`config.mk`:
```
export PLATFORM = sky130hd
export DESIGN_NAME = start_type_length_frame_receiver
export DESIGN_NICKNAME = d
export VERILOG_FILES = /design/src/rtl/stlf_pkg.sv /design/src/rtl/stlf_core.sv /design/src/rtl/stlf_out_stage.sv /design/src/rtl/start_type_length_frame_receiver.sv
export SDC_FILE = /design/constraint.sdc
export NUM_CORES = 1
export LEC_CHECK = 0
export BUFFER_PORTS_ARGS = -buffer_cell sky130_fd_sc_hd__clkbuf_2
export CAP_MARGIN = 20
export CORE_ASPECT_RATIO = 2
export CORE_MARGIN = 5
export CORE_UTILIZATION = 36
export CTS_CLUSTER_DIAMETER = 60
export DETAILED_ROUTE_END_ITERATION = 10
export GPL_TIMING_DRIVEN = 0
export PLACE_DENSITY = 0.56
export SLEW_MARGIN = 10
export SYNTH_ARGS = -nofsm -noshare
export SYNTH_HDL_FRONTEND = slang
export SYNTH_SLANG_ARGS = --single-unit
```
`constraint.sdc`:
```
create_clock -name clk -period 3.59 [get_ports clk]
set_input_delay 0.718 -clock clk [delete_from_list [all_inputs] [get_ports clk]]
set_output_delay 0.718 -clock clk [all_outputs]
set_load 0.02 [all_outputs]
```
`src/rtl/stlf_pkg.sv`:
```
// ---------------------------------------------------------------------------
// stlf_pkg
// Shared types and codes for the start/type/length frame receiver.
// ---------------------------------------------------------------------------
package stlf_pkg;

  localparam int BYTE_W  = 8;
  localparam int LEN_W   = 16;
  localparam int KIND_W  = 2;
  localparam int ODATA_W = 2 * BYTE_W + LEN_W;

  // Configuration register indexes
  localparam logic REG_START_BYTE = 1'b0;
  localparam logic REG_MAX_LENGTH = 1'b1;

  localparam logic [BYTE_W-1:0] START_BYTE_RST = 8'd170;
  localparam logic [LEN_W-1:0]  MAX_LENGTH_RST = 16'd63;

  // Result kinds
  localparam logic [KIND_W-1:0] KIND_PAYLOAD = 2'd0;
  localparam logic [KIND_W-1:0] KIND_ABORT   = 2'd1;
  localparam logic [KIND_W-1:0] KIND_REJECT  = 2'd2;

  // Input command codes
  localparam logic CMD_BYTE    = 1'b0;
  localparam logic CMD_TIMEOUT = 1'b1;

  typedef struct packed {
    logic [BYTE_W-1:0] start_byte;
    logic [LEN_W-1:0]  max_length;
  } cfg_t;

  typedef struct packed {
    logic [KIND_W-1:0] kind;
    logic [BYTE_W-1:0] frame_kind;
    logic [BYTE_W-1:0] payload_byte;
    logic              last;
    logic [LEN_W-1:0]  frame_length;
  } res_t;

endpackage

```
`src/rtl/stlf_core.sv`:
```
// ---------------------------------------------------------------------------
// stlf_core
// Frame parser: hunts for the start byte, captures type and length, and
// produces one result per payload byte, abort or rejected length.
// ---------------------------------------------------------------------------
module stlf_core (
  input  logic                          clk,
  input  logic                          rst,
  input  logic                          acc,
  input  logic                          command,
  input  logic [stlf_pkg::BYTE_W-1:0]   rx_byte,
  input  stlf_pkg::cfg_t                cfg,
  output logic                          res_valid,
  output stlf_pkg::res_t                res
);
  import stlf_pkg::*;

  localparam logic [2:0] PH_HUNT    = 3'd0;
  localparam logic [2:0] PH_TYPE    = 3'd1;
  localparam logic [2:0] PH_LEN_LO  = 3'd2;
  localparam logic [2:0] PH_LEN_HI  = 3'd3;
  localparam logic [2:0] PH_PAYLOAD = 3'd4;

  logic [2:0]        phase, phase_next;
  logic [BYTE_W-1:0] held_kind, held_kind_next;
  logic [LEN_W-1:0]  held_length, held_length_next;
  logic [LEN_W-1:0]  bytes_left, bytes_left_next;
  logic [LEN_W-1:0]  len_full;
  logic              timeout;
  logic              fin;

  assign timeout  = (command == CMD_TIMEOUT);
  assign len_full = {rx_byte, held_length[BYTE_W-1:0]};
  assign fin      = (bytes_left <= LEN_W'(1));

  always_comb begin
    phase_next       = phase;
    held_kind_next   = held_kind;
    held_length_next = held_length;
    bytes_left_next  = bytes_left;
    res_valid        = 1'b0;
    res.kind         = KIND_PAYLOAD;
    res.frame_kind   = held_kind;
    res.payload_byte = '0;
    res.last         = 1'b0;
    res.frame_length = held_length;

    if (phase == PH_TYPE || phase == PH_LEN_LO || phase == PH_LEN_HI ||
        phase == PH_PAYLOAD) begin
      if (timeout) begin
        res_valid        = 1'b1;
        res.kind         = KIND_ABORT;
        held_length_next = '0;
        bytes_left_next  = '0;
        phase_next       = PH_HUNT;
      end else begin
        unique case (phase)
          PH_TYPE: begin
            held_kind_next = rx_byte;
            phase_next     = PH_LEN_LO;
          end
          PH_LEN_LO: begin
            held_length_next = {{(LEN_W-BYTE_W){1'b0}}, rx_byte};
            phase_next       = PH_LEN_HI;
          end
          PH_LEN_HI: begin
            if (len_full == '0 || len_full > cfg.max_length) begin
              res_valid        = 1'b1;
              res.kind         = KIND_REJECT;
              res.frame_length = len_full;
              held_length_next = '0;
              bytes_left_next  = '0;
              phase_next       = PH_HUNT;
            end else begin
              held_length_next = len_full;
              bytes_left_next  = len_full;
              phase_next       = PH_PAYLOAD;
            end
          end
          default: begin
            res_valid        = 1'b1;
            res.payload_byte = rx_byte;
            res.last         = fin;
            if (fin) begin
              bytes_left_next = '0;
              phase_next      = PH_HUNT;
            end else begin
              bytes_left_next = bytes_left - LEN_W'(1);
            end
          end
        endcase
      end
    end else begin
      // Hunting, or a code that means nothing: look for the start byte
      phase_next = PH_HUNT;
      if (!timeout && rx_byte == cfg.start_byte) begin
        held_kind_next   = '0;
        held_length_next = '0;
        bytes_left_next  = '0;
        phase_next       = PH_TYPE;
      end
    end
  end

  always_ff @(posedge clk) begin
    if (rst) begin
      phase       <= PH_HUNT;
      held_kind   <= '0;
      held_length <= '0;
      bytes_left  <= '0;
    end else if (acc) begin
      phase       <= phase_next;
      held_kind   <= held_kind_next;
      held_length <= held_length_next;
      bytes_left  <= bytes_left_next;
    end
  end

`ifndef SYNTH
  a_last_ends_frame: assert property (@(posedge clk) disable iff (rst)
    (acc && res_valid && res.kind == KIND_PAYLOAD && res.last) |=> (phase == PH_HUNT))
    else $error("frame did not end after last payload byte");

  a_reject_from_len: assert property (@(posedge clk) disable iff (rst)
    (res_valid && res.kind == KIND_REJECT) |-> (phase == PH_LEN_HI))
    else $error("length rejected outside the length phase");

  a_hunt_silent: assert property (@(posedge clk) disable iff (rst)
    (phase == PH_HUNT) |-> !res_valid)
    else $error("result produced while hunting");

  a_payload_counts: assert property (@(posedge clk) disable iff (rst)
    (phase == PH_PAYLOAD) |-> (bytes_left != '0 && bytes_left <= held_length))
    else $error("payload count out of range");
`endif

endmodule

```
`src/rtl/stlf_out_stage.sv`:
```
// ---------------------------------------------------------------------------
// stlf_out_stage
// Result register on the master side; frees the slave side whenever the
// register is empty or being drained.
// ---------------------------------------------------------------------------
module stlf_out_stage (
  input  logic                           clk,
  input  logic                           rst,
  input  logic                           acc,
  input  logic                           res_valid,
  input  stlf_pkg::res_t                 res,
  output logic                           ready,
  output logic                           m_tvalid,
  input  logic                           m_tready,
  output logic [stlf_pkg::ODATA_W-1:0]   m_tdata,  // frame_kind, payload_byte, frame_length
  output logic [stlf_pkg::KIND_W-1:0]    m_tuser,  // kind
  output logic                           m_tlast   // last
);
  import stlf_pkg::*;

  res_t held;

  assign ready   = !m_tvalid || m_tready;
  assign m_tdata = {held.frame_length, held.payload_byte, held.frame_kind};
  assign m_tuser = held.kind;
  assign m_tlast = held.last;

  always_ff @(posedge clk) begin
    if (rst) begin
      m_tvalid <= 1'b0;
    end else if (acc) begin
      m_tvalid <= res_valid;
    end else if (m_tready) begin
      m_tvalid <= 1'b0;
    end
  end

  // Payload: load on every accepted transfer
  always_ff @(posedge clk) begin
    if (acc) begin
      held <= res;
    end
  end

endmodule

```
`src/rtl/start_type_length_frame_receiver.sv`:
```
// Output: a result is registered and appears on the master side in the cycle after its input transfer.
// Throughput: one transfer per cycle; the single result register stalls it while full.
// Reset (rst, synchronous): parser hunts for the start byte, held type and length clear,
// result register empties, start_byte returns to 170 and max_length to 63.
// ---------------------------------------------------------------------------
// start_type_length_frame_receiver
// Deframes start byte / type / 16-bit little-endian length / payload from a
// byte and timeout stream, streaming payload bytes as they arrive.
// ---------------------------------------------------------------------------
module start_type_length_frame_receiver (
  input  logic                           clk,
  input  logic                           rst,
  input  logic                           s_tvalid,
  output logic                           s_tready,
  input  logic [stlf_pkg::BYTE_W-1:0]    s_tdata,  // rx_byte
  input  logic                           s_tuser,  // command
  output logic                           m_tvalid,
  input  logic                           m_tready,
  output logic [stlf_pkg::ODATA_W-1:0]   m_tdata,  // frame_kind, payload_byte, frame_length
  output logic [stlf_pkg::KIND_W-1:0]    m_tuser,  // kind
  output logic                           m_tlast,  // last
  input  logic                           cfg_we,
  input  logic                           cfg_addr,
  input  logic [stlf_pkg::LEN_W-1:0]     cfg_wdata
);
  import stlf_pkg::*;

  cfg_t cfg;
  res_t res;
  logic res_valid;
  logic acc;

  assign acc = s_tvalid && s_tready;

  always_ff @(posedge clk) begin
    if (rst) begin
      cfg.start_byte <= START_BYTE_RST;
      cfg.max_length <= MAX_LENGTH_RST;
    end else if (cfg_we) begin
      unique case (cfg_addr)
        REG_START_BYTE: cfg.start_byte <= cfg_wdata[BYTE_W-1:0];
        REG_MAX_LENGTH: cfg.max_length <= cfg_wdata;
        default:        cfg.max_length <= cfg.max_length;
      endcase
    end
  end

  stlf_core u_core (
    .clk       (clk),
    .rst       (rst),
    .acc       (acc),
    .command   (s_tuser),
    .rx_byte   (s_tdata),
    .cfg       (cfg),
    .res_valid (res_valid),
    .res       (res)
  );

  stlf_out_stage u_out (
    .clk       (clk),
    .rst       (rst),
    .acc       (acc),
    .res_valid (res_valid),
    .res       (res),
    .ready     (s_tready),
    .m_tvalid  (m_tvalid),
    .m_tready  (m_tready),
    .m_tdata   (m_tdata),
    .m_tuser   (m_tuser),
    .m_tlast   (m_tlast)
  );

endmodule

```
==> results.md <==
- Clock Latency Late Sink: 0.35 ns
- Clock Power Share: 0.409
- Syn_nets: 544
- Syn avg cell area: between 10 and 15 um^2
- Mux share of post-synthesis cell area: 0.0391
- Vias in the first global route: ~4,000
- Fmax: 333 MHz
- Library cells used by synthesis: 72
- Register area share after synthesis: 0.471
- Antenna Nets Post-Route: 0
- CP Capture Type: register
- Drt first pass iters: 5
- Commonest non-fill, non-tap cell in the layout: nand2_1
- First-pass GRT wire length: between 20 and 25 mm
- Via density: 5.15
- Sequential Power Share: 0.510
- Post-synthesis simple-gate area fraction: 0.186
- CP Class: in2reg
- Compound-Gate Fraction of Synth Area: 0.155
- Status: finished, final reports clean
- Max clock buf depth: 2
- Antenna violations before repair: 0
- Fin nets: 622
- CTS Buf Count: 9
- Global route overflow: 0
- Io pins: 68
- Synth warn: 0
- Std-Cell Rows: 61
- Async SR Flop Fraction: 0
- Wire per inst: about 17 um
- Number of I/O port buffers: 67
- Post-route cell area: about 6000 um^2
- Fin Setup TNS: 0 ns
- Worst EP required: between 3 and 4 ns
- Dpl cells: 751
- Hold Buf Count CTS: 0
- Most frequently used flop master after synthesis: dfxtp_1
- P_int: about 0.0018 W
- Number of setup buffers added after CTS: 0
- Flops & latches, synth: 103
- Slew headroom: 0.336
- Final Critical Period: ~3.0 ns
- Final WL: between 10 and 15 mm
- CP max FO: 9
- Clk slew on worst S/H paths: about 0.08 ns
- Min-delay worst type: reg2reg
- Switching power: ~0.00063 W
- Power density cells: between 400 and 500 nW/um^2
- P&R area growth vs syn: 17.3%
- Die area: between 15,000 and 20,000 um^2
- Sw frac: 0.261
- Die width: between 90 and 100 um
- Vias: between 3,000 and 4,000
- Initial Util: 0.367
- Final std cells w/o fill: 767
- Worst slew pin tran: roughly 1 ns
- Static leakage: approximately 2.5 nW
- Largest net degree at the start of global routing: 41
- N_diodes: 0
- Setup Skew: a little under 0.009 ns
- Post-synthesis cell area: 5120 um^2
- Startpoint Class: input port
- Die height: around 180 um
- Worst EP arrival: a little over 3 ns
- DRC: 0
- Final core occ: 0.430
- Mapped Cells: 495
- CTS tree: built
- Root Driver: clkbuf_16
- Clock sinks: slightly above 100
- XOR/XNOR Fraction of Synth Area: 0.0418
- Final worst-path cycle share: 0.835
- Final setup vio count: 0
- EDFF count, synth: 35
- CTS H-tree lvls: 3
- All-Layer GR Usage: 0.161
- HPWL after DPL: 9.92 mm
- Final Hold Viols: 0
- GP Congestion: roughly 0.88
- Dpl cell area: approximately 5700 um^2
- VDD IR-drop max: around 270 uV
- Largest family of logic cells by synthesized area: simple AND/OR/NAND/NOR gates
- Combinational Power Share: 0.081
- Total Power: between 0.002 and 0.0025 W
- Core Box Area: roughly 14,000 um^2
- Most frequent cells in the layout: 76 x nand2_1, 68 x dfxtp_1, 67 x clkbuf_2
- Initial DRC Count: between 150 and 200
- Post-CTS Resized: 0
- Fin. max-slew vios: 0
- RSZ-0062 raised after global routing: no
- Synth Area in Adders: 0.0459
- Max Cap Viol: 0
- Share of layout cells above drive strength 1: 0.256
## Yosys cell counts, types with 4 or more instances
cell type | n | area [um^2]
a21o_1 | 5 | 37.5
a21oi_1 | 23 | 115
a221o_1 | 9 | 90.1
a22o_1 | 13 | 114
and2_1 | 12 | 75.1
buf_2 | 5 | 25.0
buf_6 | 10 | 113
clkbuf_1 | 7 | 26.3
dfxtp_1 | 68 | 1360
edfxtp_1 | 35 | 1050
ha_1 | 18 | 225
inv_1 | 26 | 97.6
mux2_4 | 8 | 120
mux2i_1 | 8 | 80.1
nand2_1 | 76 | 285
nand3_1 | 8 | 40.0
nand4_1 | 4 | 25.0
nor2_1 | 21 | 78.8
nor3_1 | 10 | 50.1
nor4_1 | 7 | 43.8
nor4_2 | 4 | 50.1
o211ai_1 | 6 | 45.0
o21ai_0 | 20 | 100
o32ai_1 | 4 | 35.0
xnor2_1 | 13 | 114
xnor2_2 | 4 | 65.1
xor2_1 | 4 | 35.0
## power by group through the flow
| stage | sequential [W] | combinational, W | clock [W] |
|---|---|---|---|
| after floorplan | 0.00128 | 0.000109 | 0 |
| after global placement | 0.00127 | 0.000196 | 0 |
| final | 0.00124 | 0.000197 | 0.000995 |
| after detailed placement | 0.00127 | 0.000200 | 0 |
| after global routing | 0.00124 | 0.000217 | 0.00106 |
| after CTS | 0.00124 | 0.000200 | 0.00102 |
## stage by stage
step	worst slack [ns]	hold WS, ns
2_1_floorplan	0.833	0.408
3_3_place_gp	0.154	0.416
3_5_place_dp	0.143	0.417
4_1_cts	0.521	0.435
5_1_grt	0.311	0.446
6_report	0.591	0.432
## layout make-up
type	instances	area, um^2
Fill cell	1412	7960
Sequential cell	103	2410
Multi-Input combinational cell	336	2400
Timing Repair Buffer	67	335
Tap cell	189	236
Clock buffer	9	225
Buffer	28	208
Inverter	28	105
Clock inverter	7	91.3
## state kept, by name, indices dropped and copies added (netlist names)
signal              count
u_core.held_kind        8
u_out.m_tdata          32
u_core.phase            3
u_core.held_length     16
u_core.bytes_left      16
u_out.m_tlast           1
cfg                    24
u_out.m_tuser           2
u_out.m_tvalid          1
## logic make-up after synthesis
logic type	after synthesis
mux	16
fa+ha+maj	19
simple gates	174
xor+xnor	21
flops	103
buf+inv	56
compound gates	106
## critical path, cell delays in order
cell,delay (ns)
clkbuf_2,0.11
ha_1,0.32
a211oi_1,0.21
nor2_1,0.08
nor4_1,0.49
nand4b_2,0.36
and3b_1,0.31
buf_4,0.20
mux2_4,0.31
## path summary, 6_finish.rpt
check | slack, ns | startpoint | endpoint | depth (start not counted)
hold reg to reg | 0.43 | u_core.held_kind[4] | u_out.m_tdata[4] | 0
setup / recovery | 0.59 | s_tdata[5] | u_out.m_tdata[27] | 9
hold / removal | 0.43 | u_core.held_kind[4] | u_out.m_tdata[4] | 0
setup reg to reg | 0.70 | cfg[14] | u_out.m_tdata[27] | 9
## metal layers
layer  vias to the layer above  global-route usage  share of wire
li1                       1931                   -              -
met4                         0              0.0850          0.042
met2                        93               0.310           0.56
met5                         -                   0              0
met1                      1898               0.162           0.36
met3                        30              0.0214          0.033
No activity file was read; power rests on OpenSTA's default activity.
